<file path="src/design/ecd_pkg.sv">
// Shared types, widths and register codes for the elevator call dispatcher.
package ecd_pkg;

  // Fixed field widths of the ports
  localparam int FLOOR_W    = 6;
  localparam int NF_W       = 7;
  localparam int NC_W       = 4;
  localparam int CAR_ID_W   = 4;
  localparam int OUT_CNT_W  = 32;
  localparam int CFG_IDX_W  = 2;
  localparam int CFG_DATA_W = 7;

  // Defaults for the top-level parameters
  localparam int MAX_CARS_DEF   = 8;
  localparam int COUNT_BITS_DEF = 32;

  // Configuration register indexes and reset values
  localparam logic [CFG_IDX_W-1:0] REG_NUM_FLOORS = 2'd0;
  localparam logic [CFG_IDX_W-1:0] REG_NUM_CARS   = 2'd1;
  localparam logic [NF_W-1:0]      NUM_FLOORS_RST = 7'd16;
  localparam logic [NC_W-1:0]      NUM_CARS_RST   = 4'd8;

  // Commands from the controller to the datapath
  typedef struct packed {
    logic load;      // latch the incoming call item
    logic rd_en;     // read one car entry
    logic rd_busy;   // read belongs to the busiest pass (else selection pass)
    logic upd;       // write back the chosen car
    logic out_load;  // move the result into the output register
  } ecd_cmd_t;

  // Status from the datapath to the controller
  typedef struct packed {
    logic            call_ok;   // call on the input port is serviceable
    logic            out_free;  // output register can take a result
    logic [NC_W-1:0] num_cars;  // raw car count register
  } ecd_sts_t;

endpackage

</file>
<file path="src/design/elevator_call_dispatch_unit.sv">
// Top level of the elevator group call dispatcher.
// Usage:
//   Input channel in_*: one call item per handshake (pickup and destination
//   floor). Output channel out_*: one result item per call, held in an output
//   register until out_ready. Configuration channel cfg_*: index 0 writes
//   num_floors, index 1 writes num_cars; always ready. The user must write it
//   only while idle; the block itself does not enforce this.
// Sequencing, with N the clamped number of cars in use: a dispatched call
//   walks the car store once per entry for the nearest-car selection and once
//   more for the busiest-car search; a rejected call only makes the search for
//   the busiest car. The car store has one read port, so each pass reads the N
//   entries one after another. The result is registered after the last read.
// One call at a time: in_ready is high only while the controller is idle.
// A finished result sits in the output register while the next call is
// taken; if the receiver stalls the following result waits inside the block
// and no further call is accepted.
// Reset: all cars at floor 0 with zero travelled, num_floors 16, num_cars 8,
// no result pending. There is no clearing pass; the car store has per-entry
// valid bits.
module elevator_call_dispatch_unit #(
  parameter int MAX_CARS   = ecd_pkg::MAX_CARS_DEF,
  parameter int COUNT_BITS = ecd_pkg::COUNT_BITS_DEF
) (
  input  logic                           clk,
  input  logic                           rst_n,
  input  logic                           cfg_valid,
  output logic                           cfg_ready,
  input  logic [ecd_pkg::CFG_IDX_W-1:0]  cfg_index,
  input  logic [ecd_pkg::CFG_DATA_W-1:0] cfg_wdata,
  input  logic                           in_valid,
  output logic                           in_ready,
  input  logic [ecd_pkg::FLOOR_W-1:0]    in_pickup_floor,
  input  logic [ecd_pkg::FLOOR_W-1:0]    in_dest_floor,
  output logic                           out_valid,
  input  logic                           out_ready,
  output logic                           out_accepted,
  output logic [ecd_pkg::CAR_ID_W-1:0]   out_chosen_car,
  output logic [ecd_pkg::FLOOR_W-1:0]    out_pickup_distance,
  output logic [ecd_pkg::CAR_ID_W-1:0]   out_busiest_car,
  output logic [ecd_pkg::OUT_CNT_W-1:0]  out_busiest_count
);
  import ecd_pkg::*;

  localparam int CAR_IDX_W = $clog2(MAX_CARS);

  ecd_cmd_t             cmd;
  ecd_sts_t             sts;
  logic [CAR_IDX_W-1:0] rd_addr;

  // Registers are plain flops, always writable
  assign cfg_ready = 1'b1;

  // Sequencer
  ecd_ctrl #(
    .MAX_CARS  (MAX_CARS),
    .CAR_IDX_W (CAR_IDX_W)
  ) u_ctrl (
    .clk      (clk),
    .rst_n    (rst_n),
    .in_valid (in_valid),
    .in_ready (in_ready),
    .sts      (sts),
    .cmd      (cmd),
    .rd_addr  (rd_addr)
  );

  // Car store and arithmetic
  ecd_datapath #(
    .MAX_CARS   (MAX_CARS),
    .COUNT_BITS (COUNT_BITS),
    .CAR_IDX_W  (CAR_IDX_W)
  ) u_dp (
    .clk                 (clk),
    .rst_n               (rst_n),
    .cfg_valid           (cfg_valid),
    .cfg_index           (cfg_index),
    .cfg_wdata           (cfg_wdata),
    .in_pickup_floor     (in_pickup_floor),
    .in_dest_floor       (in_dest_floor),
    .cmd                 (cmd),
    .rd_addr             (rd_addr),
    .sts                 (sts),
    .out_ready           (out_ready),
    .out_valid           (out_valid),
    .out_accepted        (out_accepted),
    .out_chosen_car      (out_chosen_car),
    .out_pickup_distance (out_pickup_distance),
    .out_busiest_car     (out_busiest_car),
    .out_busiest_count   (out_busiest_count)
  );

endmodule

</file>
<file path="src/design/ecd_ctrl.sv">
// Controller state machine: sequences the selection, update and busiest passes.
module ecd_ctrl #(
  parameter int MAX_CARS  = ecd_pkg::MAX_CARS_DEF,
  parameter int CAR_IDX_W = $clog2(MAX_CARS)
) (
  input  logic                 clk,
  input  logic                 rst_n,
  input  logic                 in_valid,
  output logic                 in_ready,
  input  ecd_pkg::ecd_sts_t    sts,
  output ecd_pkg::ecd_cmd_t    cmd,
  output logic [CAR_IDX_W-1:0] rd_addr
);
  import ecd_pkg::*;

  localparam logic [2:0] S_IDLE    = 3'd0;
  localparam logic [2:0] S_SEL     = 3'd1;
  localparam logic [2:0] S_SEL_DRN = 3'd2;
  localparam logic [2:0] S_UPD     = 3'd3;
  localparam logic [2:0] S_BSY     = 3'd4;
  localparam logic [2:0] S_BSY_DRN = 3'd5;
  localparam logic [2:0] S_DONE    = 3'd6;

  logic [2:0]           state_r, state_nxt;
  logic [CAR_IDX_W-1:0] idx_r, idx_nxt;
  logic [CAR_IDX_W-1:0] last_r, last_nxt;
  logic [7:0]           ncl;
  logic [7:0]           ncl_m1;

  // Clamp the car count to 2..MAX_CARS
  always_comb begin
    priority if (sts.num_cars < NC_W'(2)) begin
      ncl = 8'd2;
    end else if (8'(sts.num_cars) > 8'(MAX_CARS)) begin
      ncl = 8'(MAX_CARS);
    end else begin
      ncl = 8'(sts.num_cars);
    end
  end
  assign ncl_m1 = ncl - 8'd1;

  assign in_ready = (state_r == S_IDLE);
  assign rd_addr  = idx_r;

  // Next state and commands
  always_comb begin
    state_nxt = state_r;
    idx_nxt   = idx_r;
    last_nxt  = last_r;
    cmd       = '0;
    unique case (state_r)
      S_IDLE: begin
        if (in_valid) begin
          cmd.load  = 1'b1;
          idx_nxt   = '0;
          last_nxt  = ncl_m1[CAR_IDX_W-1:0];
          state_nxt = sts.call_ok ? S_SEL : S_BSY;
        end
      end
      S_SEL: begin
        cmd.rd_en = 1'b1;
        if (idx_r == last_r) begin
          state_nxt = S_SEL_DRN;
        end else begin
          idx_nxt = idx_r + CAR_IDX_W'(1);
        end
      end
      S_SEL_DRN: begin
        state_nxt = S_UPD;
      end
      S_UPD: begin
        cmd.upd   = 1'b1;
        idx_nxt   = '0;
        state_nxt = S_BSY;
      end
      S_BSY: begin
        cmd.rd_en   = 1'b1;
        cmd.rd_busy = 1'b1;
        if (idx_r == last_r) begin
          state_nxt = S_BSY_DRN;
        end else begin
          idx_nxt = idx_r + CAR_IDX_W'(1);
        end
      end
      S_BSY_DRN: begin
        state_nxt = S_DONE;
      end
      S_DONE: begin
        if (sts.out_free) begin
          cmd.out_load = 1'b1;
          state_nxt    = S_IDLE;
        end
      end
      default: begin
        state_nxt = S_IDLE;
      end
    endcase
  end

  // State registers
  always_ff @(posedge clk) begin
    if (!rst_n) begin
      state_r <= S_IDLE;
      idx_r   <= '0;
      last_r  <= '0;
    end else begin
      state_r <= state_nxt;
      idx_r   <= idx_nxt;
      last_r  <= last_nxt;
    end
  end

endmodule

</file>
<file path="src/design/ecd_datapath.sv">
// Datapath: configuration, car state store, comparators and output register.
module ecd_datapath #(
  parameter int MAX_CARS   = ecd_pkg::MAX_CARS_DEF,
  parameter int COUNT_BITS = ecd_pkg::COUNT_BITS_DEF,
  parameter int CAR_IDX_W  = $clog2(MAX_CARS)
) (
  input  logic                              clk,
  input  logic                              rst_n,
  input  logic                              cfg_valid,
  input  logic [ecd_pkg::CFG_IDX_W-1:0]     cfg_index,
  input  logic [ecd_pkg::CFG_DATA_W-1:0]    cfg_wdata,
  input  logic [ecd_pkg::FLOOR_W-1:0]       in_pickup_floor,
  input  logic [ecd_pkg::FLOOR_W-1:0]       in_dest_floor,
  input  ecd_pkg::ecd_cmd_t                 cmd,
  input  logic [CAR_IDX_W-1:0]              rd_addr,
  output ecd_pkg::ecd_sts_t                 sts,
  input  logic                              out_ready,
  output logic                              out_valid,
  output logic                              out_accepted,
  output logic [ecd_pkg::CAR_ID_W-1:0]      out_chosen_car,
  output logic [ecd_pkg::FLOOR_W-1:0]       out_pickup_distance,
  output logic [ecd_pkg::CAR_ID_W-1:0]      out_busiest_car,
  output logic [ecd_pkg::OUT_CNT_W-1:0]     out_busiest_count
);
  import ecd_pkg::*;

  // Configuration registers
  logic [NF_W-1:0] nf_r;
  logic [NC_W-1:0] nc_r;

  // Latched call item
  logic [FLOOR_W-1:0] pick_r, dest_r, ride_r;
  logic               ok_r;

  // Car store: one entry per car, valid bit means written since reset
  logic [FLOOR_W-1:0]    mem_floor [MAX_CARS];
  logic [COUNT_BITS-1:0] mem_trav  [MAX_CARS];
  logic [MAX_CARS-1:0]   vld_r;

  // Registered read port
  logic [FLOOR_W-1:0]    rd_floor_r;
  logic [COUNT_BITS-1:0] rd_trav_r;
  logic                  rd_vld_r;
  logic [CAR_IDX_W-1:0]  rd_idx_r;
  logic                  sel_cmp_r, bsy_cmp_r;

  // Running selection and busiest results
  logic [CAR_IDX_W-1:0]  best_idx_r;
  logic [FLOOR_W-1:0]    best_d_r;
  logic [COUNT_BITS-1:0] best_trav_r;
  logic [CAR_IDX_W-1:0]  busy_r;
  logic [COUNT_BITS-1:0] maxc_r;

  logic                  out_valid_r;

  logic                  call_ok;
  logic [FLOOR_W-1:0]    ride;
  logic [FLOOR_W-1:0]    rd_floor;
  logic [COUNT_BITS-1:0] rd_trav;
  logic [FLOOR_W-1:0]    d;
  logic                  take_sel;
  logic                  take_bsy;
  logic [FLOOR_W:0]      add_small;
  logic [COUNT_BITS:0]   sum;
  logic [COUNT_BITS-1:0] new_trav;
  logic [31:0]           chosen_id, busy_id;
  logic [63:0]           maxc_ext;

  // Call check and ride length on the input port
  assign call_ok = ({1'b0, in_pickup_floor} < nf_r) && ({1'b0, in_dest_floor} < nf_r) &&
                   (in_pickup_floor != in_dest_floor);
  assign ride    = (in_pickup_floor > in_dest_floor) ? in_pickup_floor - in_dest_floor
                                                     : in_dest_floor - in_pickup_floor;

  assign sts.call_ok  = call_ok;
  assign sts.out_free = !out_valid_r || out_ready;
  assign sts.num_cars = nc_r;

  // Entries never written read as the ground floor with nothing travelled
  assign rd_floor = rd_vld_r ? rd_floor_r : '0;
  assign rd_trav  = rd_vld_r ? rd_trav_r  : '0;
  assign d        = (rd_floor > pick_r) ? rd_floor - pick_r : pick_r - rd_floor;

  // Nearest car, then fewer floors travelled, then lower id
  assign take_sel = (rd_idx_r == '0) || (d < best_d_r) ||
                    ((d == best_d_r) && (rd_trav < best_trav_r));
  assign take_bsy = rd_trav > maxc_r;

  // Saturating update of the chosen car's count
  assign add_small = {1'b0, best_d_r} + {1'b0, ride_r};
  assign sum       = {1'b0, best_trav_r} + (COUNT_BITS+1)'(add_small);
  assign new_trav  = sum[COUNT_BITS] ? '1 : sum[COUNT_BITS-1:0];

  // Configuration registers
  always_ff @(posedge clk) begin
    if (!rst_n) begin
      nf_r <= NUM_FLOORS_RST;
      nc_r <= NUM_CARS_RST;
    end else if (cfg_valid) begin
      if (cfg_index == REG_NUM_FLOORS) begin
        nf_r <= cfg_wdata[NF_W-1:0];
      end else if (cfg_index == REG_NUM_CARS) begin
        nc_r <= cfg_wdata[NC_W-1:0];
      end
    end
  end

  // Call item latch
  always_ff @(posedge clk) begin
    if (cmd.load) begin
      pick_r <= in_pickup_floor;
      dest_r <= in_dest_floor;
      ride_r <= ride;
      ok_r   <= call_ok;
    end
  end

  // Car store write and registered read
  always_ff @(posedge clk) begin
    if (cmd.upd) begin
      mem_floor[best_idx_r] <= dest_r;
      mem_trav[best_idx_r]  <= new_trav;
    end
    if (cmd.rd_en) begin
      rd_floor_r <= mem_floor[rd_addr];
      rd_trav_r  <= mem_trav[rd_addr];
      rd_vld_r   <= vld_r[rd_addr];
      rd_idx_r   <= rd_addr;
    end
  end

  // Valid bits and compare-stage flags
  always_ff @(posedge clk) begin
    if (!rst_n) begin
      vld_r     <= '0;
      sel_cmp_r <= 1'b0;
      bsy_cmp_r <= 1'b0;
    end else begin
      if (cmd.upd) begin
        vld_r[best_idx_r] <= 1'b1;
      end
      sel_cmp_r <= cmd.rd_en && !cmd.rd_busy;
      bsy_cmp_r <= cmd.rd_en && cmd.rd_busy;
    end
  end

  // Selection and busiest accumulators
  always_ff @(posedge clk) begin
    if (cmd.load) begin
      maxc_r <= '0;
      busy_r <= '0;
    end else if (bsy_cmp_r && take_bsy) begin
      maxc_r <= rd_trav;
      busy_r <= rd_idx_r;
    end
    if (sel_cmp_r && take_sel) begin
      best_idx_r  <= rd_idx_r;
      best_d_r    <= d;
      best_trav_r <= rd_trav;
    end
  end

  // Output register
  assign chosen_id = 32'(best_idx_r) + 32'd1;
  assign busy_id   = 32'(busy_r) + 32'd1;
  assign maxc_ext  = 64'(maxc_r);

  always_ff @(posedge clk) begin
    if (!rst_n) begin
      out_valid_r <= 1'b0;
    end else if (cmd.out_load) begin
      out_valid_r <= 1'b1;
    end else if (out_ready) begin
      out_valid_r <= 1'b0;
    end
  end

  always_ff @(posedge clk) begin
    if (cmd.out_load) begin
      out_accepted        <= ok_r;
      out_chosen_car      <= ok_r ? chosen_id[CAR_ID_W-1:0] : '0;
      out_pickup_distance <= ok_r ? best_d_r : '0;
      out_busiest_car     <= busy_id[CAR_ID_W-1:0];
      out_busiest_count   <= maxc_ext[OUT_CNT_W-1:0];
    end
  end

  assign out_valid = out_valid_r;

endmodule

</file>
<file path="config.mk">
export PLATFORM = sky130hd
export DESIGN_NAME = elevator_call_dispatch_unit
export DESIGN_NICKNAME = d
export VERILOG_FILES = /design/src/design/ecd_pkg.sv /design/src/design/elevator_call_dispatch_unit.sv /design/src/design/ecd_ctrl.sv /design/src/design/ecd_datapath.sv
export SDC_FILE = /design/constraint.sdc
export NUM_CORES = 1
export LEC_CHECK = 0
export CAP_MARGIN = 15
export CORE_ASPECT_RATIO = 0.6
export CORE_MARGIN = 2
export CORE_UTILIZATION = 25
export DETAILED_ROUTE_END_ITERATION = 6
export DONT_BUFFER_PORTS = 1
export GPL_ROUTABILITY_DRIVEN = 0
export GPL_TIMING_DRIVEN = 0
export HOLD_SLACK_MARGIN = 0.12
export PLACE_DENSITY_LB_ADDON = 0.2
export SLEW_MARGIN = 20
export SYNTH_ARGS = -nofsm -noshare
export SYNTH_HDL_FRONTEND = slang
export SYNTH_SLANG_ARGS = --single-unit
</file>
<file path="constraint.sdc">
create_clock -name clk -period 6.1 [get_ports clk]
set_clock_uncertainty 0.05 [all_clocks]
set_input_delay 0.915 -clock clk [delete_from_list [all_inputs] [get_ports clk]]
set_output_delay 0.915 -clock clk [all_outputs]
set_load 0.05 [all_outputs]
</file>
**Word level (Yosys, flattened, before mapping)**

Memory sizes are Yosys's and may differ from the RTL's. A register that Yosys moved wholly into a read port is not among the register bits.
Index checks and enable logic that the tools add are counted.

- Logic and storage cells: 121
- Bits in registers: 177
- Latch bits: 0
- Memories: 2
- Memory bits (writable): 304
- Bits in read-only memories: 0
- Output and inout port bits: 50
- Input port bits: 26

Memories:

| name | depth | width | read ports | clocked after memory_dff | write ports | line | RTL |
|---|---|---|---|---|---|---|---|
| u_dp.mem_trav | 8 | 32 | 1 | 1 | 1 | ecd_datapath.sv:37 | `logic [COUNT_BITS-1:0] mem_trav [MAX_CARS];` |
| u_dp.mem_floor | 8 | 6 | 1 | 1 | 1 | ecd_datapath.sv:36 | `logic [FLOOR_W-1:0] mem_floor [MAX_CARS];` |

- Bitwise gates (word level): 2
- Div/mod/pow operators: 0
- Add/subtract/negate cells: 10
- Equal/unequal tests: 15
- Order comparisons: 12
- Multiplexer cells: 31
- Multiply operators: 0
- Shift operators: 0
- Reduce and logical (&&, ||, !) cells: 24

Operators with widths:

| cell | count |
|---|---|
| 2-to-1 mux 32 bit | 2 |
| adder 32 x 7 -> 33 bit | 1 |
| > comparator 32 bit | 1 |
| less-than comparator 32 bit | 1 |
| 2-to-1 mux 3 bit | 9 |
| subtractor 6 bit | 4 |
| case mux 3 bit (7 select lines) | 1 |
| 2-to-1 mux 6 bit | 3 |
| less-than comparator 6 x 7 -> 1 bit | 2 |
| 2-to-1 mux 1 bit | 13 |
| > comparator 6 bit | 2 |
| == test 3 bit (second input constant) | 3 |
| case mux 3 bit (3 select lines) | 1 |
| adder 3 x 1 -> 4 bit (second input constant) | 2 |
| logical AND 1 bit | 8 |
| less-than comparator 3 x 4 -> 1 bit (second input constant) | 2 |
| OR 8 bit | 1 |
| adder 6 x 6 -> 7 bit | 1 |
| == test 3 x 2 -> 1 bit (second input constant) | 2 |
| == test 6 bit | 1 |
| logical NOT 3 bit | 2 |
| less-than comparator 6 bit | 1 |
| inequality test 2 bit (second input constant) | 3 |
| inequality test 6 bit | 1 |
| 21 further kinds | 27 |

**Depth between registers and ports, before layout**

- Depth after elaboration: 7
- Gate-level depth with buffers: 17
- Depth with buffers taken out: 15

**By module**

Synthesis repeated with hierarchy kept, for this count alone.

- Cell total of the unflattened synthesis: 1,520
- Area total of the unflattened synthesis: 23,348.6 µm²

By module, submodules not included:

| module | area an instance (µm²) | cells an instance | times used | sequential area each (µm²) |
|---|---|---|---|---|
| ecd_datapath | 22,644.2 | 1,437 | 1 | 14,744.1 |
| ecd_ctrl | 693.2 | 81 | 1 | 180.2 |
| elevator_call_dispatch_unit | 11.3 | 2 | 1 | 0.0 |

**Worst setup path after synthesis**

No wires, ideal clock.

- Path type: reg-to-reg
- From: register u_dp.rd_vld_r
- To: register u_dp.best_d_r[0], enable pin
- Buffers on the path: 2
- Required time: 5,595 ps
- Setup slack: 277 ps
- Cell stages (with the launch flop): 17
- Data arrival time: 5,318 ps
- Library setup time: 455 ps
- Clock period less this slack: 5,823 ps
- Cell sequence: edfxtp_1 -> clkbuf_1 -> clkbuf_1 -> nand2_1 -> ha_1 -> fa_1 -> and3b_1 -> o221a_2 -> o21ai_4 -> a2111oi_0 -> a21oi_1 -> xor2_1 -> ha_1 -> nand4_1 -> nor4_1 -> o211ai_1 -> o22ai_1

- Longest elaborated chain between the ends: 7
- Elaborated cells on any way between the ends: 13
- Classes of those cells: 2 x add/sub; 3 x order compare; 1 x eq/ne; 3 x mux; 4 x reduce/logical

RTL lines:

| what | line | RTL |
|---|---|---|
| start: declaration | ecd_datapath.sv:43 | `logic rd_vld_r;` |
| start signal: assignment | ecd_datapath.sv:127 | `rd_vld_r <= vld_r[rd_addr];` |
| 2-to-1 mux 6 bit * | ecd_datapath.sv:80 | `assign rd_floor = rd_vld_r ? rd_floor_r : '0;` |
| subtractor 6 bit or > comparator 6 bit (tied branches) | ecd_datapath.sv:82 | `assign d = (rd_floor > pick_r) ? rd_floor - pick_r : pick_r - rd_floor;` |
| 2-to-1 mux 6 bit * | ecd_datapath.sv:82 |  |
| net u_dp.d[4] | ecd_datapath.sv:60 | `logic [FLOOR_W-1:0] d;` |
| less-than comparator 6 bit or == test 6 bit (tied branches) | ecd_datapath.sv:85, ecd_datapath.sv:86 |  |
| logical OR 1 bit or logical AND 1 bit (tied branches) | ecd_datapath.sv:85, ecd_datapath.sv:86 |  |
| logical OR 1 bit * | ecd_datapath.sv:85 | `assign take_sel = (rd_idx_r == '0) \|\| (d < best_d_r) \|\|` |
| logical AND 1 bit * | ecd_datapath.sv:156 | `if (sel_cmp_r && take_sel) begin` |
| end signal: assignment | ecd_datapath.sv:158 | `best_d_r <= d;` |
| end: declaration | ecd_datapath.sv:49 | `logic [FLOOR_W-1:0] best_d_r;` |

Mark *: on every way through the listed nets, which the timed path passes. The rest lies on a longest branch.
A chain may end at the register's enable or synchronous reset.

**Worst setup path in the final report**

- From: register u_dp.rd_vld_r
- To: register u_dp.best_trav_r[27], enable pin

- Longest elaborated chain between the ends: 7
- Elaborated cells on any way between the ends: 13
- Classes of those cells: 2 x add/sub; 3 x order compare; 1 x eq/ne; 3 x mux; 4 x reduce/logical

RTL lines:

| what | line | RTL |
|---|---|---|
| 2-to-1 mux 6 bit * | ecd_datapath.sv:80 |  |
| subtractor 6 bit or > comparator 6 bit (tied branches) | ecd_datapath.sv:82 |  |
| 2-to-1 mux 6 bit * | ecd_datapath.sv:82 |  |
| net u_dp.d[4] | ecd_datapath.sv:60 |  |
| less-than comparator 6 bit or == test 6 bit (tied branches) | ecd_datapath.sv:85, ecd_datapath.sv:86 |  |
| logical OR 1 bit or logical AND 1 bit (tied branches) | ecd_datapath.sv:85, ecd_datapath.sv:86 |  |
| logical OR 1 bit * | ecd_datapath.sv:85 |  |
| logical AND 1 bit * | ecd_datapath.sv:156 |  |
| end signal: assignment | ecd_datapath.sv:159 | `best_trav_r <= rd_trav;` |
| end: declaration | ecd_datapath.sv:50 | `logic [COUNT_BITS-1:0] best_trav_r;` |

Marks and branches as above.

==> reports/results.ini <==
[status]
outcome=completed

[timing]
final_min_period_over_clock_period_pct=86.4
finalCriticalPeriod_ns=5.27
grt_setup_unrepaired=false
finalHoldViolCount=0
slew_violations=0
slew_headroom_pct=40.4
maxClockFrequency_mhz=190
setup_viol=0
tightest_slew_ns=0.895
hold_ws_ns=0.311

[logic_synthesis]
syn_nets=1703
synth_edf_count=453
async_flop_share_pct=0
yosys-mux-area-fraction_pct=10.3
post_synth_xor_area_fraction_pct=0.945
ys_warn_count=0
synthesis.instances=1554
synthesis.area_per_instance_um2=14.9
most_used_flip_flop_cell_after_synthesis=edfxtp_1
combined_area_of_all_synthesized_cells_um2=23200
synth_area_leader_cell=edfxtp_1
synth_top_cells_by_area=edfxtp_1, mux4_2, ha_1, dfxtp_1, mux2_2
post_synth_num_cell_types=87
synth_compound_area_share_pct=5.83
seq_area_frac_synth_pct=64.4
synth-simple-area-share_pct=8.33
adder_cell_area_share_of_the_yosys_netlist_pct=7.00
ys_seq_elements=519
synth_top_family_by_area=multiplexers
synth_top_area_share_pct=58.7

[critical_path]
reg2reg_slack_ns=0.83
critical_path.reg2reg.endpoint=u_dp.best_trav_r[27]
rr_worst_depth=17
critPathRequiredTime_ns=6.37
timing.critical_path.from=u_dp.rd_vld_r
timing.critical_path.to=u_dp.best_trav_r[27]
criticalPathCategory=flip-flop to flip-flop
worstReg2RegStart=u_dp.rd_vld_r
critical_path.endpoint_type=flip-flop
cp_max_fo=19
cp_data_arrival_time_ns=5.54
timing.critical_path.from_type=flip-flop

[power]
power.net_switching_uw=4400
power.static_leakage_uw=0.00924
power.ir.vdd_worst_mv=0.248
cellPowerDensity_nw_per_um2=454
combinationalPowerShare_pct=33.4
power.internal_uw=7920
power.share.switching_pct=35.7
sequentialPowerShare_pct=41.2
power.clock.fraction_pct=25.3
totalPowerFinal_uw=12300

[global_route]
track_usage_pct=13.4
pin_count_of_the_biggest_net_entering_global_routing=29
wire_length_of_the_first_global_routing_pass_um=92900
grt_pass1_vias=13486
number_of_antenna_violations_at_the_first_check_in_global_routing=4
gr-total-overflow=0

[floorplan]
fp.dieW_um=397
rows=86
chipHeight_um=240
floorplan.io_pins=76
initial_core_util_pct=25.2
design.core.area_um2=91800
die-area_um2=95200

[clock_network]
post_cts_hold_buffer_count=0
cts.path.max_buffers=3
cts_resized=0
cts.repair_timing.setup_buffer_count=0
tritoncts=yes
clk_pin_slew_worst_paths_ns=0.06
worstSkewPairLatency_ns=0.63
cts_root_buf=clkbuf_16
clock_sinks=519
cts_max_level=2
total_cts_buffers=51

[route]
detailedRoute.firstPassIterationCount=5
vias_per_cell=4.60
antenna_left=0
detailedRoute.firstIterationViolations=1115
wl_per_cell_um=22.0
route.vias.total=13435
wl_um=64200
drc=0

[cells_and_area]
drive_above_1_share_pct=18.0
nets=1798
mostFrequentLayoutCell=edfxtp_1
register_area_um2=14900
areaGrowthSynthToFinish_pct=17.2
mostFrequentLayoutCells=edfxtp_1, inv_1, ha_1, nand2_1, mux4_2
multi_input_comb_area_um2=7600
nFillCells=9035

[placed_design]
hpwlAfterDp_um=47900
placement.io_buffers=0

[hold_path]
min_delay_path_depth=1
min-delay-path-class=input pin to flip-flop

[job]
drv.max_cap_violation_count=0

metal layers:
metal,routed length (um),track usage [%],vias up
met3,3450,2.52,61
met1,35400,22.3,6914
met5,0,0,-
met2,24300,17.4,346
li1,-,-,6114
met4,1020,2.82,0
logic make-up (layout without fill, tap and decap cells):
logic type,count (synthesis),after routing
and+or+nand+nor,363,363
muxes,135,135
DFF,519,519
AOI/OAI and AO/OA,210,210
xor gates and xnor gates,25,25
other,1,2
adders and majority gates,123,123
buffers and inverters,178,314
worst max-delay path, cell delays in order (launching register included):
cell and delay [ns]:
edfxtp_1 0.35, clkbuf_1 0.48, clkbuf_1 0.45, nand2_1 0.15, ha_1 0.24, fa_1 0.40, and3b_1 0.28, o221a_2 0.23
o21ai_4 0.10, a2111oi_0 0.37, a21oi_1 0.10, xor2_1 0.18, ha_1 0.30, nand4_1 0.19, nor4_1 0.31, o211ai_1 0.19
o22ai_4 0.34, buf_16 0.21
how the worst min path moves through the flow:
| stage | start | slack [ns] | end |
|---|---|---|---|
| 2_1_floorplan | u_ctrl.rd_addr[2] | 0.36 | u_dp.rd_idx_r[2] |
| 3_3_place_gp | u_ctrl.rd_addr[2] | 0.37 | u_dp.rd_idx_r[2] |
| 3_5_place_dp | u_ctrl.rd_addr[2] | 0.38 | u_dp.rd_idx_r[2] |
| 4_1_cts | rst_n | 0.27 | u_dp.nc_r[3] |
| 5_1_grt | rst_n | 0.28 | u_dp.nc_r[3] |
| 6_report | rst_n | 0.31 | u_dp.nc_r[3] |
power by group through the flow:
stage | registers (uW) | clock network (uW) | logic (uW)
floorplan | 4970 | 0 | 2610
global placement | 5190 | 0 | 3820
detailed placement | 5150 | 0 | 4100
CTS | 5080 | 3220 | 4120
global route | 5120 | 3360 | 4540
finish | 5080 | 3120 | 4120
metrics by stage:
stage          cells  setup WS (ns)  util (%)  area (um2)  TNS [ns]
2_1_floorplan   1554          0.277         -       23200         0
3_3_place_gp    2786          -2.34      26.9       24700   -285.24
3_5_place_dp    2828          0.814      27.8       25500         0
4_1_cts         2922          0.743      29.6       27100         0
5_1_grt         2922          0.311      29.6       27100         0
6_report        2923          0.828      29.6       27200         0
cell type report:
type,instances,share of cell area (%)
Tap cell,1232,5.68
Clock inverter,20,0.677
Multi-Input combinational cell,857,28.0
Antenna cell,1,0.00922
Sequential cell,519,55.0
Inverter,122,1.69
Timing Repair Buffer,42,2.65
Buffer,56,1.03
Clock buffer,74,5.32
cells in the mapped netlist, types with 3 or more instances:
master and number:
edfxtp_1 453, inv_1 119, ha_1 112, nand2_1 94, mux4_2 78, dfxtp_1 66, nor2_1 66, o21ai_0 62
nand4_1 51, a21oi_1 50, and2_1 44, mux2_2 40, clkbuf_1 30, xnor2_1 18, nor3_1 16, nand3_1 15
a21o_1 14, buf_2 14, mux2i_1 14, nor2b_1 13, fa_1 11, o21a_1 11, and3_1 9, nor4_1 9
o211ai_1 8, nand2b_1 7, xor2_1 7, a31oi_1 6, and4_1 5, buf_6 5, nand2_2 5, o21ai_1 5
a211oi_1 4, nor3b_1 4, o21ai_2 4, o31ai_1 4, or2_2 4, a2111oi_0 3, a211o_1 3, a221oi_1 3
clkbuf_2 3, inv_2 3, o22ai_1 3, or3_1 3
state kept, by name, indices dropped and copies added, names as in the netlist, 7 cells and up:
name and cells:
u_dp.rd_trav_r 32, u_dp.nf_r 7, u_dp.vld_r 8, u_dp.maxc_r 32, u_dp.out_busiest_count 32, u_dp.best_trav_r 32, u_dp.mem_trav 256, u_dp.mem_floor 48
Note: power is estimated with default switching activity, not from simulation.
